[config.mk]
export PLATFORM = sky130hd
export DESIGN_NAME = pwv_config
export DESIGN_NICKNAME = d
export VERILOG_FILES = /design/src/pwv_pkg.sv /design/src/pwv_config.sv
export SDC_FILE = /design/constraint.sdc
export NUM_CORES = 2
export LEC_CHECK = 0
export ABC_AREA = 1
export BUFFER_PORTS_ARGS = -buffer_cell sky130_fd_sc_hd__buf_2
export CORE_MARGIN = 5
export CORE_UTILIZATION = 40
export CTS_BUF_LIST = sky130_fd_sc_hd__clkbuf_8
export DETAILED_ROUTE_END_ITERATION = 10
export SLEW_MARGIN = 20
export SYNTH_ARGS = -nofsm -noshare
export SYNTH_HDL_FRONTEND = slang
export SYNTH_SLANG_ARGS = --single-unit
[constraint.sdc]
create_clock -name clock -period 30.4 [get_ports clock]
set_clock_uncertainty 0.05 [all_clocks]
set_input_delay 1.52 -clock clock [delete_from_list [all_inputs] [get_ports clock]]
set_output_delay 1.52 -clock clock [all_outputs]
set_load 0.01 [all_outputs]
[src/pwv_pkg.sv]
package pwv_pkg;

   // hash and gust constants
   localparam logic [31:0] HASH_XOR   = 32'd61;
   localparam logic [31:0] HASH_MUL   = 32'h27d4eb2d;
   localparam logic [31:0] FRAME_STEP = 32'd7919;
   localparam logic [31:0] HASH_MAX   = 32'h7FFFFFFF;
   localparam logic [17:0] GUST_ONE   = 18'd65536;
   localparam logic [16:0] GUST_LIMIT = 17'd65536;

   // delta = round(p / (100 * 2^28)): bias, shift by 28, then times ceil(2^31 / 100)
   localparam logic [51:0] ROUND_BIAS = 52'd13421772800;
   localparam logic [24:0] RECIP_100  = 25'd21474837;

   localparam logic [17:0] UNIT_MAX       = 18'd131071;
   localparam logic [16:0] DIR_X_RESET    = 17'd4096;
   localparam logic [15:0] STRENGTH_RESET = 16'd4096;
   localparam logic [32:0] US_X_RESET     = 33'd268435456;

   localparam int ROOT_STEPS = 25;
   localparam int DIV_STEPS  = 18;
   localparam int MID_DEPTH  = 4;
   localparam int OUT_DEPTH  = 16;

   typedef enum logic [2:0] {
      CSR_DIR_X    = 3'd0,
      CSR_DIR_Y    = 3'd1,
      CSR_DIR_Z    = 3'd2,
      CSR_STRENGTH = 3'd3,
      CSR_GUST     = 3'd4,
      CSR_FRAME    = 3'd5
   } csr_index_type;

   typedef enum logic [2:0] {
      CS_IDLE,
      CS_SQUARE,
      CS_ROOT,
      CS_PREP,
      CS_DIVIDE,
      CS_SCALE
   } cfg_state_type;

   // per-lane |unit| * strength and sign, plus gust amount, frame product and active flag
   typedef struct packed {
      logic [2:0][32:0] us_mag;
      logic [2:0]       us_neg;
      logic [16:0]      gust_amt;
      logic [31:0]      frame_mul;
      logic             active;
   } cfg_type;

endpackage

[src/pwv_config.sv]
module pwv_config (
   input  logic             clock,
   input  logic             reset,
   input  logic             csr_wen,
   input  logic [2:0]       csr_index,
   input  logic [31:0]      csr_wdata,
   output pwv_pkg::cfg_type cfg,
   output logic             busy
);

   import pwv_pkg::*;

   logic [2:0][16:0] dir_ff, dir_in;
   logic [15:0]      strength_ff, strength_in;
   logic [16:0]      gust_ff, gust_in;
   logic [31:0]      frame_ff, frame_in, frame_mul_ff;
   cfg_state_type    state_ff, state_in;
   logic [1:0]       comp_ff, comp_in;
   logic [4:0]       step_ff, step_in;
   logic [33:0]      sum_ff, sum_in;
   logic [49:0]      rad_ff, rad_in;
   logic [25:0]      rem_ff, rem_in;
   logic [24:0]      root_ff, root_in;
   logic [17:0]      nbits_ff, nbits_in;
   logic [24:0]      drem_ff, drem_in;
   logic [17:0]      quo_ff, quo_in;
   logic [2:0][32:0] us_mag_ff, us_mag_in;
   logic [2:0]       us_neg_ff, us_neg_in;
   logic             active_ff, active_in;

   logic        wr_hit;
   logic [16:0] dir_abs, ua, mul_a, mul_b;
   logic [33:0] mul_p, sum_next;
   logic [27:0] rem_shift, trial;
   logic [40:0] num;
   logic [25:0] dtrial;

   assign wr_hit  = csr_wen && (csr_index <= CSR_FRAME);
   assign dir_abs = dir_ff[comp_ff][16] ? (~dir_ff[comp_ff] + 17'd1) : dir_ff[comp_ff];
   assign ua      = (quo_ff > UNIT_MAX) ? UNIT_MAX[16:0] : quo_ff[16:0];
   // one multiplier serves the squares and the strength scaling
   assign mul_a   = (state_ff == CS_SCALE) ? ua : dir_abs;
   assign mul_b   = (state_ff == CS_SCALE) ? {1'b0, strength_ff} : dir_abs;
   assign mul_p   = 34'(mul_a) * 34'(mul_b);
   assign sum_next  = sum_ff + mul_p;
   assign rem_shift = {rem_ff, rad_ff[49:48]};
   assign trial     = {1'b0, root_ff, 2'b01};
   assign num       = {dir_abs, 24'd0} + 41'(root_ff >> 1);
   assign dtrial    = {drem_ff, nbits_ff[17]};

   always_comb begin
      dir_in      = dir_ff;
      strength_in = strength_ff;
      gust_in     = gust_ff;
      frame_in    = frame_ff;
      state_in    = state_ff;
      comp_in     = comp_ff;
      step_in     = step_ff;
      sum_in      = sum_ff;
      rad_in      = rad_ff;
      rem_in      = rem_ff;
      root_in     = root_ff;
      nbits_in    = nbits_ff;
      drem_in     = drem_ff;
      quo_in      = quo_ff;
      us_mag_in   = us_mag_ff;
      us_neg_in   = us_neg_ff;
      active_in   = active_ff;

      case (state_ff)
         CS_IDLE: begin
         end
         CS_SQUARE: begin
            sum_in  = sum_next;
            comp_in = comp_ff + 2'd1;
            if (comp_ff == 2'd2) begin
               comp_in = '0;
               if (sum_next == '0) begin
                  us_mag_in = '0;
                  us_neg_in = '0;
                  active_in = 1'b0;
                  state_in  = CS_IDLE;
               end else begin
                  rad_in   = {sum_next, 16'd0};
                  rem_in   = '0;
                  root_in  = '0;
                  step_in  = '0;
                  state_in = CS_ROOT;
               end
            end
         end
         CS_ROOT: begin
            // two radicand bits per step
            if (rem_shift >= trial) begin
               rem_in  = 26'(rem_shift - trial);
               root_in = {root_ff[23:0], 1'b1};
            end else begin
               rem_in  = 26'(rem_shift);
               root_in = {root_ff[23:0], 1'b0};
            end
            rad_in  = {rad_ff[47:0], 2'b00};
            step_in = step_ff + 5'd1;
            if (step_ff == 5'(ROOT_STEPS - 1)) begin
               comp_in  = '0;
               state_in = CS_PREP;
            end
         end
         CS_PREP: begin
            // quotient fits 18 bits since len >= 256 * |d|
            drem_in  = 25'(num[40:18]);
            nbits_in = num[17:0];
            quo_in   = '0;
            step_in  = '0;
            state_in = CS_DIVIDE;
         end
         CS_DIVIDE: begin
            if (dtrial >= {1'b0, root_ff}) begin
               drem_in = 25'(dtrial - {1'b0, root_ff});
               quo_in  = {quo_ff[16:0], 1'b1};
            end else begin
               drem_in = dtrial[24:0];
               quo_in  = {quo_ff[16:0], 1'b0};
            end
            nbits_in = {nbits_ff[16:0], 1'b0};
            step_in  = step_ff + 5'd1;
            if (step_ff == 5'(DIV_STEPS - 1)) begin
               state_in = CS_SCALE;
            end
         end
         CS_SCALE: begin
            us_mag_in[comp_ff] = mul_p[32:0];
            us_neg_in[comp_ff] = dir_ff[comp_ff][16];
            if (comp_ff == 2'd2) begin
               comp_in   = '0;
               active_in = (strength_ff != '0);
               state_in  = CS_IDLE;
            end else begin
               comp_in  = comp_ff + 2'd1;
               state_in = CS_PREP;
            end
         end
         default: begin
            state_in = CS_IDLE;
         end
      endcase

      // any write to a defined register restarts the recompute from the new values
      if (wr_hit) begin
         case (csr_index)
            CSR_DIR_X:    dir_in[0]   = csr_wdata[16:0];
            CSR_DIR_Y:    dir_in[1]   = csr_wdata[16:0];
            CSR_DIR_Z:    dir_in[2]   = csr_wdata[16:0];
            CSR_STRENGTH: strength_in = csr_wdata[15:0];
            CSR_GUST:     gust_in     = csr_wdata[16:0];
            CSR_FRAME:    frame_in    = csr_wdata;
            default: begin
            end
         endcase
         state_in = CS_SQUARE;
         comp_in  = '0;
         sum_in   = '0;
      end
   end

   always_ff @(posedge clock) begin
      if (reset) begin
         dir_ff       <= {17'd0, 17'd0, DIR_X_RESET};
         strength_ff  <= STRENGTH_RESET;
         gust_ff      <= '0;
         frame_ff     <= '0;
         frame_mul_ff <= '0;
         state_ff     <= CS_IDLE;
         comp_ff      <= '0;
         us_mag_ff    <= {33'd0, 33'd0, US_X_RESET};
         us_neg_ff    <= '0;
         active_ff    <= 1'b1;
      end else begin
         dir_ff       <= dir_in;
         strength_ff  <= strength_in;
         gust_ff      <= gust_in;
         frame_ff     <= frame_in;
         frame_mul_ff <= frame_ff * FRAME_STEP;
         state_ff     <= state_in;
         comp_ff      <= comp_in;
         us_mag_ff    <= us_mag_in;
         us_neg_ff    <= us_neg_in;
         active_ff    <= active_in;
      end
   end

   always_ff @(posedge clock) begin
      step_ff  <= step_in;
      sum_ff   <= sum_in;
      rad_ff   <= rad_in;
      rem_ff   <= rem_in;
      root_ff  <= root_in;
      nbits_ff <= nbits_in;
      drem_ff  <= drem_in;
      quo_ff   <= quo_in;
   end

   always_comb begin
      cfg.us_mag    = us_mag_ff;
      cfg.us_neg    = us_neg_ff;
      cfg.gust_amt  = (gust_ff > GUST_LIMIT) ? GUST_LIMIT : gust_ff;
      cfg.frame_mul = frame_mul_ff;
      cfg.active    = active_ff;
   end

   assign busy = (state_ff != CS_IDLE);

   a_write_starts: assert property (@(posedge clock) disable iff (reset)
      wr_hit |=> busy)
      else $error("register write did not start recompute");

   a_active_strength: assert property (@(posedge clock) disable iff (reset)
      (state_ff == CS_IDLE && active_ff) |-> (strength_ff != '0))
      else $error("force active with zero strength");

endmodule

==> reports/qor.csv <==
metric,value,unit
status,"finished, final reports clean",
WS Path Type,flip-flop to flip-flop,
vias,32061,
mux share of post-synthesis cell area,0,
vias in the first global route,31891,
number of core rows,113,
Mapped Area,38500,um^2
CP max FO,35,
ys flop type,dfxtp_1,
"FFs w/ async S/R, synth",0,
synth warn,0,
total CTS buffers,85,
HP Class,flip-flop to flip-flop,
"commonest cells after routing, fill and taps aside","nand2_1, inv_1, nor2_1",
DP Wirelength,88900,um
layout cells sized above 1,0.0889,
DIE AREA,102000,um^2
die extent in x,320,um
Final Total Pwr,1.78,mW
Slew headroom,0.250,
post-synthesis simple-gate area fraction,0.183,
Syn-to-layout area delta,10.3,%
Worst Tran Pin Value,1.12,ns
All-Layer GR Usage,0.218,
final worst path period need,12.92,ns
CP max stage delay,0.90,ns
setup ws final,17.48,ns
IO buf count,190,
Synth Area in XOR/XNOR,0.0246,
Clock Sinks,441,
Hold Startpoint,cfg[81]$_SDFFE_PP1P_,
synth unique cells,58,
Post-Synth Adder-Cell Area,0.311,
largest net degree at the start of global routing,88,
final hold violations,0,
R2R Path Start,state_ff[0]$_SDFFE_PP0P_,
Clock transition at path regs,0.06,ns
final routed DRC violation total,0,
worst skew pair latency,0.72,ns
Leak,19.1,nW
fin crit share,0.425,
H-tree levels,3,
I/O pin cnt,191,
initial antenna violation count,13,
first-pass GRT wire length,178000,um
"most common cell after layout, fill and taps aside",nand2_1,
Mapped Cells,4758,
CORE AREA,95300,um^2
first-iteration detailed-routing DRC count,2228,
"Avg Cell Area, Syn",8.08,um^2
post_cts resized,0,
remaining global-route overflow,0,
worst-case vdd ir drop,0.0000279,V
Synth Area in Compound Gates,0.116,
DRT Pass-1 Iters,6,
max cap viols,0,
Avg WL per Cell,18.2,um
Post-synth EDFFs,151,
Detail Route Antenna Nets,0,
largest family of logic cells by synthesized area,adder cells,
Final Setup Violations,0,
crit end category,flip-flop,
Pwr per Cell Area,41.8,nW/um^2
r2r endpoint,cfg[125]$_SDFFE_PP0P_,
max frequency,77.4,MHz
DP Worst Slack,17.69,ns
CTS tree,done,
Post-CTS Hold Buffers,0,
fill cell count,9753,
worst hold endpoint,cfg[81]$_SDFFE_PP1P_,
Final TNS setup,0,ns
Placer Congestion,0.956,
register area share after synthesis,0.269,
setup repair bufs after CTS,0,
Hold Crit Depth,2,
Die Ht,320,um
CP Launch Type,flip-flop,
CTS root buf,clkbuf_8,
RSZ-0062 raised after global routing,no,
Final Max Slew Viols,0,
Initial Util,0.404,
clk buf depth,3,
Nets,5671,
vias per cell,5.12,
WL final,114000,um
Worst EP required,30.86,ns
slowest CP cell,xnor2_1,
crit path DAT,13.38,ns
reg2reg setup slack,17.48,ns
synthesized flop and latch total,441,
R2R cell count,40,
-- cells by family (layout without fill, tap and decap cells) --
| group | after synthesis | after routing |
|---|---|---|
| other | 2 | 16 |
| adders and majority gates | 708 | 708 |
| and+or+nand+nor | 1727 | 1727 |
| DFF | 441 | 441 |
| AOI/OAI and AO/OA | 812 | 812 |
| buffers and inverters | 961 | 1183 |
| xor gates and xnor gates | 107 | 107 |
-- cell usage after synthesis (all sizes together) (41+ instances only) --
library cell	n	area (um^2)
a21oi	396	1990
buf	41	244
clkbuf	103	387
dfxtp	290	5810
edfxtp	151	4530
fa	414	8290
ha	294	3680
inv	812	3050
nand2	954	3610
nand3	165	846
nor2	513	2010
o21ai	303	1610
xnor2	44	385
xor2	63	559
-- how the worst max path moves through the flow --
stage	start	end	slack, ns	cells past startpoint
4_1_cts	comp_ff[1]$_SDFFE_PP0P_	cfg[125]$_SDFFE_PP0P_	17.60	44
6_report	state_ff[0]$_SDFFE_PP0P_	cfg[125]$_SDFFE_PP0P_	17.48	40
2_1_floorplan	comp_ff[1]$_SDFFE_PP0P_	rad_ff[16]$_SDFFCE_PP0P_	19.98	45
3_3_place_gp	state_ff[0]$_SDFFE_PP0P_	rad_ff[24]$_DFFE_PP_	17.35	38
5_1_grt	state_ff[0]$_SDFFE_PP0P_	cfg[125]$_SDFFE_PP0P_	16.92	40
3_5_place_dp	comp_ff[1]$_SDFFE_PP0P_	cfg[125]$_SDFFE_PP0P_	17.69	44
-- critical path, delay by kind of cell (launching register included) --
kind | cells | cell delay (ns)
AOI/OAI and AO/OA | 6 | 2.00
xor gates and xnor gates | 1 | 0.90
adders and majority gates | 8 | 3.84
buffers and inverters | 8 | 1.37
DFF | 1 | 0.40
and+or+nand+nor | 17 | 4.12
-- state kept, by name, summed over array words and instances (netlist names) --
name          cells
gust_ff          17
root_ff          25
frame_mul_ff     32
rad_ff           34
strength_ff      16
sum_ff           34
rem_ff           26
dir_ff           51
step_ff           5
active_ff         1
nbits_ff         18
comp_ff           2
state_ff          3
cfg              99
us_neg_ff         3
quo_ff           18
drem_ff          25
frame_ff         32
-- power by group --
part           leakage [nW]  internal [mW]  switching (mW)
Combinational          14.5          0.159           0.355
Sequential             3.72          0.638          0.0144
Clock                 0.940          0.337           0.272
-- metrics by stage --
step	hold slack (ns)	instance area [um^2]	utilization	cells
after floorplan	0.380	38500	-	4763
after global placement	0.389	40700	0.427	6102
after detailed placement	0.392	40700	0.427	6102
after CTS	0.405	42400	0.445	6249
after global routing	0.420	42400	0.445	6256
final	0.402	42400	0.445	6259
-- cell type report --
class	count	area (um^2)	share of cell area
Multi-Input combinational cell	3361	24500	0.578
Inverter	817	3070	0.0723
Antenna cell	9	22.5	0.000531
Timing Repair Buffer	219	1190	0.0282
Clock inverter	45	313	0.00737
Tap cell	1265	1580	0.0373
Clock buffer	102	1400	0.0331
Sequential cell	441	10300	0.244
-- layer usage --
metal,global-route usage,up-vias,wire length (um),share of wire
met4,0.0636,12,3320,0.029
met3,0.0549,203,8670,0.076
met5,0,-,94,0.00082
met2,0.354,973,52500,0.46
met1,0.292,15414,49500,0.43
li1,-,15459,-,-
Power figures use the tool's default switching activity.
