### config.mk
export PLATFORM = sky130hd
export DESIGN_NAME = pwv_front
export DESIGN_NICKNAME = d
export VERILOG_FILES = /design/src/pwv_pkg.sv /design/src/pwv_fifo.sv /design/src/pwv_front.sv
export SDC_FILE = /design/constraint.sdc
export NUM_CORES = 1
export LEC_CHECK = 0
export BUFFER_PORTS_ARGS = -buffer_cell sky130_fd_sc_hd__buf_4
export CAP_MARGIN = 15
export CORE_ASPECT_RATIO = 0.5
export CORE_MARGIN = 4
export CORE_UTILIZATION = 35
export CTS_CLUSTER_DIAMETER = 100
export DETAILED_ROUTE_END_ITERATION = 12
export PLACE_DENSITY = 0.62
export SETUP_SLACK_MARGIN = 0.2
export SLEW_MARGIN = 5
export SYNTH_ARGS = -nofsm -noshare
export SYNTH_HDL_FRONTEND = slang
export SYNTH_SLANG_ARGS = --single-unit
export TNS_END_PERCENT = 100
### constraint.sdc
create_clock -name clock -period 8.8 [get_ports clock]
set_clock_uncertainty 0.2 [all_clocks]
set_input_delay 1.76 -clock clock [delete_from_list [all_inputs] [get_ports clock]]
set_output_delay 1.76 -clock clock [all_outputs]
set_load 0.01 [all_outputs]
### src/pwv_pkg.sv
package pwv_pkg;

   // hash and gust constants
   localparam logic [31:0] HASH_XOR   = 32'd61;
   localparam logic [31:0] HASH_MUL   = 32'h27d4eb2d;
   localparam logic [31:0] FRAME_STEP = 32'd7919;
   localparam logic [31:0] HASH_MAX   = 32'h7FFFFFFF;
   localparam logic [17:0] GUST_ONE   = 18'd65536;
   localparam logic [16:0] GUST_LIMIT = 17'd65536;

   // delta = round(p / (100 * 2^28)): bias, shift by 28, then times ceil(2^31 / 100)
   localparam logic [51:0] ROUND_BIAS = 52'd13421772800;
   localparam logic [24:0] RECIP_100  = 25'd21474837;

   localparam logic [17:0] UNIT_MAX       = 18'd131071;
   localparam logic [16:0] DIR_X_RESET    = 17'd4096;
   localparam logic [15:0] STRENGTH_RESET = 16'd4096;
   localparam logic [32:0] US_X_RESET     = 33'd268435456;

   localparam int ROOT_STEPS = 25;
   localparam int DIV_STEPS  = 18;
   localparam int MID_DEPTH  = 4;
   localparam int OUT_DEPTH  = 16;

   typedef enum logic [2:0] {
      CSR_DIR_X    = 3'd0,
      CSR_DIR_Y    = 3'd1,
      CSR_DIR_Z    = 3'd2,
      CSR_STRENGTH = 3'd3,
      CSR_GUST     = 3'd4,
      CSR_FRAME    = 3'd5
   } csr_index_type;

   typedef enum logic [2:0] {
      CS_IDLE,
      CS_SQUARE,
      CS_ROOT,
      CS_PREP,
      CS_DIVIDE,
      CS_SCALE
   } cfg_state_type;

   // per-lane |unit| * strength and sign, plus gust amount, frame product and active flag
   typedef struct packed {
      logic [2:0][32:0] us_mag;
      logic [2:0]       us_neg;
      logic [16:0]      gust_amt;
      logic [31:0]      frame_mul;
      logic             active;
   } cfg_type;

endpackage

### src/pwv_fifo.sv
module pwv_fifo #(
   parameter int WIDTH = 8,
   parameter int DEPTH = 4
) (
   input  logic             clock,
   input  logic             reset,
   input  logic             push,
   input  logic [WIDTH-1:0] push_data,
   input  logic             pop,
   output logic [WIDTH-1:0] pop_data,
   output logic             full,
   output logic             empty
);

   localparam int AW = (DEPTH > 1) ? $clog2(DEPTH) : 1;
   localparam int CW = $clog2(DEPTH + 1);

   logic [WIDTH-1:0] mem_ff [DEPTH];
   logic [AW-1:0]    wr_ptr_ff, wr_ptr_in, rd_ptr_ff, rd_ptr_in;
   logic [CW-1:0]    count_ff, count_in;
   logic             do_push, do_pop;

   assign full     = (count_ff == CW'(DEPTH));
   assign empty    = (count_ff == '0);
   assign do_push  = push && !full;
   assign do_pop   = pop && !empty;
   assign pop_data = mem_ff[rd_ptr_ff];

   always_comb begin
      wr_ptr_in = wr_ptr_ff;
      rd_ptr_in = rd_ptr_ff;
      if (do_push) begin
         wr_ptr_in = (wr_ptr_ff == AW'(DEPTH - 1)) ? '0 : wr_ptr_ff + AW'(1);
      end
      if (do_pop) begin
         rd_ptr_in = (rd_ptr_ff == AW'(DEPTH - 1)) ? '0 : rd_ptr_ff + AW'(1);
      end
      count_in = count_ff + CW'(do_push) - CW'(do_pop);
   end

   always_ff @(posedge clock) begin
      if (reset) begin
         wr_ptr_ff <= '0;
         rd_ptr_ff <= '0;
         count_ff  <= '0;
      end else begin
         wr_ptr_ff <= wr_ptr_in;
         rd_ptr_ff <= rd_ptr_in;
         count_ff  <= count_in;
      end
   end

   always_ff @(posedge clock) begin
      if (do_push) begin
         mem_ff[wr_ptr_ff] <= push_data;
      end
   end

endmodule

### src/pwv_front.sv
module pwv_front #(
   parameter int VELOCITY_WIDTH = 32
) (
   input  logic                                 clock,
   input  logic                                 reset,
   input  logic                                 push,
   output logic                                 full,
   input  logic [31:0]                          req_particle_index,
   input  logic [VELOCITY_WIDTH-1:0]            req_vel_x,
   input  logic [VELOCITY_WIDTH-1:0]            req_vel_y,
   input  logic [VELOCITY_WIDTH-1:0]            req_vel_z,
   input  pwv_pkg::cfg_type                     cfg,
   input  logic                                 cfg_busy,
   input  logic                                 mid_pop,
   output logic                                 mid_valid,
   output logic [32+3*VELOCITY_WIDTH:0]         mid_data
);

   import pwv_pkg::*;

   localparam int MID_W = 33 + 3 * VELOCITY_WIDTH;

   logic             mid_full, mid_empty, accept;
   logic [31:0]      seed;
   logic [MID_W-1:0] entry;

   // hash seed: index + frame * 7919, the product kept ready by the config block
   assign seed   = req_particle_index + cfg.frame_mul;
   assign entry  = {cfg.active, seed, req_vel_z, req_vel_y, req_vel_x};
   assign full   = mid_full || cfg_busy;
   assign accept = push && !full;

   pwv_fifo #(
      .WIDTH (MID_W),
      .DEPTH (MID_DEPTH)
   ) u_mid_queue (
      .clock     (clock),
      .reset     (reset),
      .push      (accept),
      .push_data (entry),
      .pop       (mid_pop),
      .pop_data  (mid_data),
      .full      (mid_full),
      .empty     (mid_empty)
   );

   assign mid_valid = !mid_empty;

endmodule

==> results of run 1 <==
## placed cells by master (no fill, tap or decap), drive strengths merged, types with 3 or more instances in the layout
cell type / count
nor3: 6
inv: 14
ha: 38
mux4: 129
o21ai: 14
bufinv: 3
diode: 3
clkbuf: 61
o21a: 3
nor2b: 3
and2: 5
nand4: 4
edfxtp: 516
or3: 3
xor2: 9
nand3: 8
a31oi: 7
clkinv: 28
a21o: 10
nor2: 18
dfxtp: 9
a211oi: 4
nand2: 30
xnor2: 22
o221ai: 4
buf: 308
a21oi: 33
and3: 10
## final timing paths
check	slack (ps)	depth (start not counted)	endpoint	from
setup / recovery	3750	3	mid_data[84]	register
hold / removal	290	2	register	u_mid_queue.rd_ptr_ff[1]$_SDFFE_PP0P_
setup reg to reg	5850	4	u_mid_queue.mem_ff[0][47]$_DFFE_PP_	u_mid_queue.count_ff[1]$_SDFF_PP0_
hold reg to reg	290	2	register	u_mid_queue.rd_ptr_ff[1]$_SDFFE_PP0P_
## sequential cells by signal (all words and copies together) (netlist names), named ones only
register	count
u_mid_queue.rd_ptr_ff	2
u_mid_queue.mem_ff	516
u_mid_queue.wr_ptr_ff	2
u_mid_queue.count_ff	3
## routing by layer
layer / global-route usage (%) / routed length (um) / part of all wire (%)
met1: 15.50 / 16360 / 36
met2: 28.00 / 26670 / 59
met3: 1.951 / 1436 / 3.2
met4: 3.642 / 868 / 1.9
met5: 0 / 0 / 0
## layout make-up
class	instances	area, um^2
fill	4891	32520
multi-input combinational	393	4835
sequential	525	15680
clock inverter	31	217.7
tap	768	960.9
inverter	14	52.55
clock buffer	61	1356
antenna	3	7.507
timing repair buffer	308	2312
## report_power, final
group          total (mW)  switching, mW  internal (mW)
sequential           2.98         0.0741           2.90
combinational        1.30          0.631          0.672
clock                2.04          0.863           1.18
total                6.32           1.57           4.75
## worst max-delay path: stages, from the launching register on
cell     delay, ps
dfxtp_4        990
buf_4          850
mux4_2         440
buf_4          160
## cells by family (layout without fill, tap and decap cells)
kind of cell             count (synthesis)  count (layout)
other                                    0               3
adder cells (fa/ha/maj)                 40              40
multiplexers                           131             131
AND/OR/NAND/NOR                         92              92
AO/OA/AOI/OAI                           99              99
buffers and inverters                   50             414
XOR/XNOR                                31              31
flip-flops                             525             525
## stage by stage
step	total power, mW	area [um^2]
2_1_floorplan	3.767	20690
3_3_place_gp	4.340	23840
3_5_place_dp	4.373	23840
4_1_cts	6.421	25420
5_1_grt	6.599	25420
6_report	6.321	25420
==> out/qor.yml, run 1 <==
via_count: 10480
min_path_type: "reg2reg"
synth-simple-area-share_pct: 2.177
initial_utilization_pct: 35.71
path_class: "reg2out"
grt_pass1_wl_mm: 68.59
irDropWorstVdd_uv: 128.3
setup_tns_ps: 0
fp.dieH_um: 179.9
cts_setup_buffers: 0
post_cts_resized: 0
cts_tree: "done"
synth-edff-count: 516
rows: 62
tightest_slew_ps: 1037
endpoint_kind: "output port"
wire_per_inst_um: 21.56
period_minus_slack_ps: 5048
cts.clk_slew.worst_paths_ps: 50
yosys-top-cells-count: "516 x edfxtp_1, 129 x mux4_2, 38 x ha_1"
slew_headroom_pct: 30.86
cts.sinks: 525
p_per_area_nw_per_um2: 248.6
final_antenna_net_count: 0
gp_congestion: 0.9192
critPathArrivalTime_ps: 3090
required_ps: 6840
synth.top_cell.area_share_pct: 74.88
worstSkewPairLatency_ps: 560
boundaryPins: 416
hold_buffers: 0
fin_crit_sh_pct: 57.36
place_hpwl_mm: 29.89
ys_seq_elements: 525
drc: 0
hold_viol_final: 0
fin_nets: 1617
synthAdderAreaFrac_pct: 2.491
syn_area_per_cell_um2: 21.38
drive_gt1_share_pct: 39.19
whs_ps: 289.2
clock.fmax_ghz: 0.1981
port_buffers: 296
p_leak_nw: 8.604
postLayoutCoreUtil_pct: 43.87
synthMuxAreaShare_pct: 14.14
yosysWarnings: 0
synth_top_cell_by_area: "edfxtp_1"
htreeDepth: 2
synth-seq-area-share_pct: 75.75
gr-total-overflow: 0
maxCapViolations: 0
rsz0062_at_grt: "false"
status: "completed"
drtIter0Drc: 721
cts_buffers: 50
track_usage_pct: 14.05
vias_per_cell: 4.981
core_um2: 57950
synth_compound_area_share_pct: 3.150
areaGrowthSynthToFinish_pct: 22.86
synthesis.nets: 1293
grt_pass1_vias: 11320
fin_ws_ps: 3752
synth.area.top_cells: "edfxtp_1 75%, mux4_2 14%, ha_1 2.3%, xnor2_1 0.93%, dfxtp_1 0.87%"
antenna_found_initial: 3
setup_viol: 0
cp_max_fo: 65
synth_xor_area_share_pct: 1.312
async_reset_ff_share_pct: 0
cts_buffer_depth: 3
worst_setup_path_start_kind: "register"
die_w_um: 351.9
grt_max_degree: 66
drv_slew: 0
synthDistinctLibCells: 53
synth_ff_type: "edfxtp_1"
drtPass1Iterations: 6
yosysMostFrequentCell: "edfxtp_1"
cts_root_buffer: "clkbuf_16"
finalNonFillerCells: 2103
synth_area_um2: 20690
synth_top_family_by_area: "multiplexers"
dieArea_um2: 63310
dp_slack_ps: 3989
finalWirelength_mm: 45.33
syn_inst: 968
dp_cells: 2008
Power figures use the tool's default switching activity.
==> inputs of run 2 (changes only) <==
--- a/config.mk
+++ b/config.mk
@@ -12,7 +12,7 @@
 export CORE_UTILIZATION = 35
 export CTS_CLUSTER_DIAMETER = 100
 export DETAILED_ROUTE_END_ITERATION = 12
-export PLACE_DENSITY = 0.62
+export PLACE_DENSITY = 0.64
 export SETUP_SLACK_MARGIN = 0.2
 export SLEW_MARGIN = 5
 export SYNTH_ARGS = -nofsm -noshare
==> constraint.sdc (replaced) <==
create_clock -name clock -period 4.45 [get_ports clock]
set_clock_uncertainty 0.2 [all_clocks]
set_input_delay 0.89 -clock clock [delete_from_list [all_inputs] [get_ports clock]]
set_output_delay 0.89 -clock clock [all_outputs]
set_load 0.01 [all_outputs]
==> out/qor.yml, run 2 (synthesized netlist as in run 1, its figures left out) <==
fp.dieH_um: 179.9  # unchanged
final_cell_mix: "516 x edfxtp_1, 301 x buf_4, 129 x mux4_2"  # was 516 x edfxtp_1, 308 x buf_4, 129 x mux4_2
r2r_slack_ps: 1880  # was 5850 ps
worst_setup_path_start_kind: "register"  # unchanged
boundaryPins: 416  # unchanged
top_regs: "u_mid_queue.mem_ff x516, u_mid_queue.count_ff x3"  # unchanged
layout_commonest_cell: "edfxtp_1"  # unchanged
cts.clk_slew.worst_paths_ps: 60  # was 50 ps
final_antenna_net_count: 0  # unchanged
rsz0062_at_grt: "false"  # unchanged
setup_tns_ps: 0  # unchanged
p_leak_nw: 8.681  # was 8.604 nW
drc: 0  # unchanged
gr-total-overflow: 0  # unchanged
tightest_slew_ps: 823.1  # was 1037 ps
antenna_found_initial: 0  # was 3
p_int_mw: 9.667  # was 4.753 mW
clock.fmax_ghz: 0.2824
drtIter0Drc: 537  # was 721
setup_viol: 0  # unchanged
cts_buffer_depth: 3  # unchanged
nFillCells: 4846  # was 4891
worstSkewPairLatency_ps: 560  # about the same
via_count: 10490  # was 10480
min_path_type: "reg2reg"  # unchanged
required_ps: 3360  # was 6840 ps
slew_headroom_pct: 45.12  # was 30.86%
hold_buffers: 0  # unchanged
grt_max_degree: 79  # was 66
p_per_area_nw_per_um2: 498.4  # was 248.6 nW/um^2
period_minus_slack_ps: 3541
grt_pass1_wl_mm: 68.68  # was 68.59 mm
cts_setup_buffers: 0  # unchanged
grt_pass1_vias: 11100  # was 11320
cp_max_fo: 52  # was 65
place_hpwl_mm: 30.17  # was 29.89 mm
htreeDepth: 2  # unchanged
drv_slew: 0  # unchanged
cts_tree: "done"  # unchanged
drive_gt1_share_pct: 39.40  # was 39.19%
regMostFlops: "u_mid_queue.mem_ff"  # unchanged
initial_utilization_pct: 35.71  # unchanged
final_area_um2: 25670  # was 25420 um^2
fin_nets: 1619  # was 1617
rows: 62  # unchanged
critPathArrivalTime_ps: 2450  # was 3090 ps
track_usage_pct: 14.16  # was 14.05%
status: "completed"  # unchanged
switchingPower_mw: 3.126  # was 1.568 mW
largest_register_ffs: 516  # unchanged
fin_crit_sh_pct: 79.58
drtPass1Iterations: 4  # was 6
die_w_um: 351.9  # unchanged
finalWirelength_mm: 45.67  # was 45.33 mm
areaGrowthSynthToFinish_pct: 24.04  # was 22.86%
post_cts_resized: 0  # unchanged
endpoint_kind: "output port"  # unchanged
irDropWorstVdd_uv: 269.1  # was 128.3 uV
dieArea_um2: 63310  # unchanged
vias_per_cell: 4.988  # was 4.981
hold_viol_final: 0  # unchanged
core_um2: 57950  # unchanged
sw_frac_of_total_pct: 24.44  # was 24.81%
placement.cell_area_um2: 23970  # was 23840 um^2
antenna_cells: 0  # was 3
wire_per_inst_um: 21.71  # was 21.56 um
comb_power_share_pct: 20.7  # was 20.6%
cts_buffers: 50  # unchanged
port_buffers: 296  # unchanged
gp_congestion: 0.8543  # was 0.9192
path_class: "reg2out"  # unchanged
clockPowerShare_pct: 33.5  # was 32.3%
cts.sinks: 525  # unchanged
maxCapViolations: 0  # unchanged
cts_root_buffer: "clkbuf_16"  # unchanged
seqPwrFrac_pct: 45.7  # was 47.1%
-- run 2: metal layers --
layer | wire [um] | up-vias | part of all wire [%] | global-route usage, %
li1 | - | 4710 | - | -
met1 | 16290 | 5512 | 36 | 15.55
met2 | 27190 | 204 | 60 | 28.60
met3 | 1260 | 63 | 2.8 | 1.786
met4 | 922 | 0 | 2.0 | 3.345
met5 | 0 | - | 0 | 0
-- run 2: critical path: stages, from the launching register on --
cell     delay, ps
dfxtp_4        620
buf_12         410
mux4_2         600
buf_4          170
-- run 2: path summary, 6_finish.rpt --
check	cells after the start	to	startpoint
setup reg to reg	10	u_mid_queue.count_ff[2]$_SDFF_PP0_	u_mid_queue.count_ff[1]$_SDFF_PP0_
hold / removal	2	register	u_mid_queue.rd_ptr_ff[1]$_SDFFE_PP0P_
hold reg to reg	2	register	u_mid_queue.rd_ptr_ff[1]$_SDFFE_PP0P_
setup / recovery	3	mid_data[24]	register
-- run 2: cell type report --
type	instances	area, um^2	share of cell area [%]
multi-input cells	393	4835	18.83
well taps	768	960.9	3.744
clock inverters	30	294.0	1.146
inverters	14	52.55	0.2047
clock buffers	63	1404	5.469
flip-flops and latches	525	15680	61.10
repair buffers	310	2440	9.505
-- run 2: metrics by stage --
step | power, mW | cells | hold slack, ps | worst slack [ps] | util, %
3_3_place_gp | 8.618 | 2010 | 255.0 | 661.5 | 41.37
2_1_floorplan | 7.434 | 968 | 246.7 | 999.6 | -
3_5_place_dp | 8.681 | 2010 | 264.1 | 627.8 | 41.37
6_report | 12.79 | 2103 | 274.4 | 908.6 | 44.30
4_1_cts | 12.97 | 2103 | 274.3 | 817.1 | 44.30
5_1_grt | 13.33 | 2103 | 297.9 | 735.3 | 44.30
-- run 2: power by group through the flow --
stage	clock (mW)	combinational [mW]	sequential (mW)
after floorplan	0	1.55	5.88
after global placement	0	2.67	5.95
after detailed placement	0	2.72	5.96
after CTS	4.39	2.73	5.86
after global routing	4.62	2.84	5.87
final	4.29	2.65	5.85
==> inputs of run 3 (changes only) <==
--- a/config.mk
+++ b/config.mk
@@ -12,7 +12,7 @@
 export CORE_UTILIZATION = 35
 export CTS_CLUSTER_DIAMETER = 100
 export DETAILED_ROUTE_END_ITERATION = 12
-export PLACE_DENSITY = 0.64
+export PLACE_DENSITY = 0.62
 export SETUP_SLACK_MARGIN = 0.2
 export SLEW_MARGIN = 5
 export SYNTH_ARGS = -nofsm -noshare
==> constraint.sdc (replaced) <==
create_clock -name clock -period 3.65 [get_ports clock]
set_clock_uncertainty 0.2 [all_clocks]
set_input_delay 0.73 -clock clock [delete_from_list [all_inputs] [get_ports clock]]
set_output_delay 0.73 -clock clock [all_outputs]
set_load 0.01 [all_outputs]
==> out/qor.yml, run 3 (synthesized netlist as in run 1, its figures left out) <==
top_regs: "u_mid_queue.mem_ff x516, u_mid_queue.count_ff x3"  # unchanged
post_cts_resized: 0  # unchanged
die_w_um: 351.9  # unchanged
setup_viol: 0  # unchanged
worstSkewPairLatency_ps: 560  # about the same
clock.fmax_ghz: 0.3141
hold_viol_final: 0  # unchanged
dieArea_um2: 63310  # unchanged
grt_max_degree: 51  # was 79
maxCapViolations: 0  # unchanged
htreeDepth: 2  # unchanged
nFillCells: 4879  # was 4846
sw_frac_of_total_pct: 24.73  # was 24.44%
finalWirelength_mm: 45.19  # was 45.67 mm
boundaryPins: 416  # unchanged
clockPowerShare_pct: 32.4  # was 33.5%
r2r_start: "u_mid_queue.count_ff[1]$_SDFF_PP0_"  # unchanged
fp.dieH_um: 179.9  # unchanged
cts.clk_slew.worst_paths_ps: 60  # about the same
multi_input_area_um2: 4835  # unchanged
p_int_mw: 11.57  # was 9.667 mW
critPathArrivalTime_ps: 2250  # was 2450 ps
regMostFlops: "u_mid_queue.mem_ff"  # unchanged
fin_nets: 1630  # was 1619
track_usage_pct: 14.08  # was 14.16%
rows: 62  # unchanged
drv_slew: 0  # unchanged
cp_cell_sequence: "buf_12, mux4_2, buf_4"  # unchanged
cp.depth: 3  # unchanged
status: "completed"  # unchanged
cts_buffer_depth: 3  # unchanged
cp_top_family: "flip-flops"  # unchanged
cts_setup_buffers: 0  # unchanged
place_hpwl_mm: 30.73  # was 30.17 mm
crit_path_top_delay_cell: "dfxtp_4"  # unchanged
p_per_area_nw_per_um2: 597.4  # was 498.4 nW/um^2
path_class: "reg2out"  # unchanged
r2r_slack_ps: 1120  # was 1880 ps
required_ps: 2720  # was 3360 ps
min_path_type: "in2reg"  # was reg2reg
core_um2: 57950  # unchanged
fin_crit_sh_pct: 87.22
final_area_um2: 25740  # was 25670 um^2
drtPass1Iterations: 5  # was 4
cts.sinks: 525  # unchanged
cts_buffers: 49  # was 50
drtIter0Drc: 568  # was 537
period_minus_slack_ps: 3184
setup_tns_ps: 0  # unchanged
reg2reg_to: "u_mid_queue.count_ff[2]$_SDFF_PP0_"  # unchanged
r2r_cells: 10  # unchanged
vias_per_cell: 4.927  # was 4.988
cp_max_fo: 50  # was 52
tightest_slew_ps: 635.3  # was 823.1 ps
areaGrowthSynthToFinish_pct: 24.38  # was 24.04%
endpoint_kind: "output port"  # unchanged
final_cell_mix: "516 x edfxtp_1, 306 x buf_4, 129 x mux4_2"  # was 516 x edfxtp_1, 301 x buf_4, 129 x mux4_2
worst-path-buf-inv: 2  # unchanged
final_antenna_net_count: 0  # unchanged
antenna_found_initial: 1  # was 0
seqPwrFrac_pct: 46.1  # was 45.7%
drc: 0  # unchanged
rsz0062_at_grt: "false"  # unchanged
layout_commonest_cell: "edfxtp_1"  # unchanged
gr-total-overflow: 0  # unchanged
port_buffers: 296  # unchanged
gp_congestion: 0.8181  # was 0.8543
cts_tree: "done"  # unchanged
cp_slowest_stage_delay_ps: 690  # was 620 ps
worst_setup_path_start_kind: "register"  # unchanged
initial_utilization_pct: 35.71  # unchanged
cts_root_buffer: "clkbuf_16"  # unchanged
drive_gt1_share_pct: 39.52  # was 39.40%
min_path_cells: 1  # was 2
hold_buffers: 0  # unchanged
grt_pass1_vias: 11060  # was 11100
placement.cell_area_um2: 24150  # was 23970 um^2
slew_headroom_pct: 57.32  # was 45.12%
comb_power_share_pct: 21.5  # was 20.7%
switchingPower_mw: 3.803  # was 3.126 mW
grt_pass1_wl_mm: 68.36  # was 68.68 mm
via_count: 10420  # was 10490
irDropWorstVdd_uv: 345.8  # was 269.1 uV
ff_latch_area_um2: 15680  # unchanged
wire_per_inst_um: 21.37  # was 21.71 um
largest_register_ffs: 516  # unchanged
crit_end: "mid_data[50]"  # was mid_data[24]
p_leak_nw: 8.712  # was 8.681 nW
## run 3: power groups by stage
stage          logic, mW  clock network (mW)  registers, mW
2_1_floorplan       1.89                   0           7.17
5_1_grt             3.55                5.40           7.11
3_3_place_gp        3.34                   0           7.20
4_1_cts             3.40                5.11           7.10
3_5_place_dp        3.39                   0           7.22
6_report            3.30                4.99           7.09
## run 3: layout make-up
class                   count  share of cell area [%]
multi-input cells         393                   18.78
diodes                      1                0.009722
clock buffers              56                   5.031
flip-flops and latches    525                   60.93
inverters                  14                  0.2042
well taps                 768                   3.733
repair buffers            322                   10.17
clock inverters            36                   1.138
## run 3: how the worst min path moves through the flow
stage | start | to | slack, ps
after floorplan | u_mid_queue.rd_ptr_ff[1]$_SDFFE_PP0P_ | register | 250
after detailed placement | u_mid_queue.rd_ptr_ff[1]$_SDFFE_PP0P_ | register | 280
after CTS | req_vel_x[24] | u_mid_queue.mem_ff[3][24]$_DFFE_PP_ | 130
after global placement | u_mid_queue.rd_ptr_ff[1]$_SDFFE_PP0P_ | register | 260
after global routing | req_vel_y[19] | u_mid_queue.mem_ff[1][51]$_DFFE_PP_ | 130
final | req_vel_x[30] | u_mid_queue.mem_ff[1][30]$_DFFE_PP_ | 160
## run 3: metal layers
layer | global-route usage, % | share of wire (%) | vias up
met5 | 0 | 0 | -
met4 | 3.032 | 1.8 | 0
met3 | 1.910 | 3.0 | 54
met2 | 28.22 | 59 | 195
met1 | 15.70 | 36 | 5431
li1 | - | - | 4740
## run 3: through the flow
step           setup WS, ps  hold WS (ps)  total power, mW  std cells  util [%]
3_3_place_gp          89.42         256.5            10.54       2022     41.67
4_1_cts               421.9         131.9            15.60       2114     44.41
2_1_floorplan         359.6         246.7            9.064        968         -
3_5_place_dp          70.38         281.1            10.61       2022     41.67
6_report              466.3         163.4            15.38       2115     44.42
5_1_grt               370.3         130.1            16.06       2115     44.42
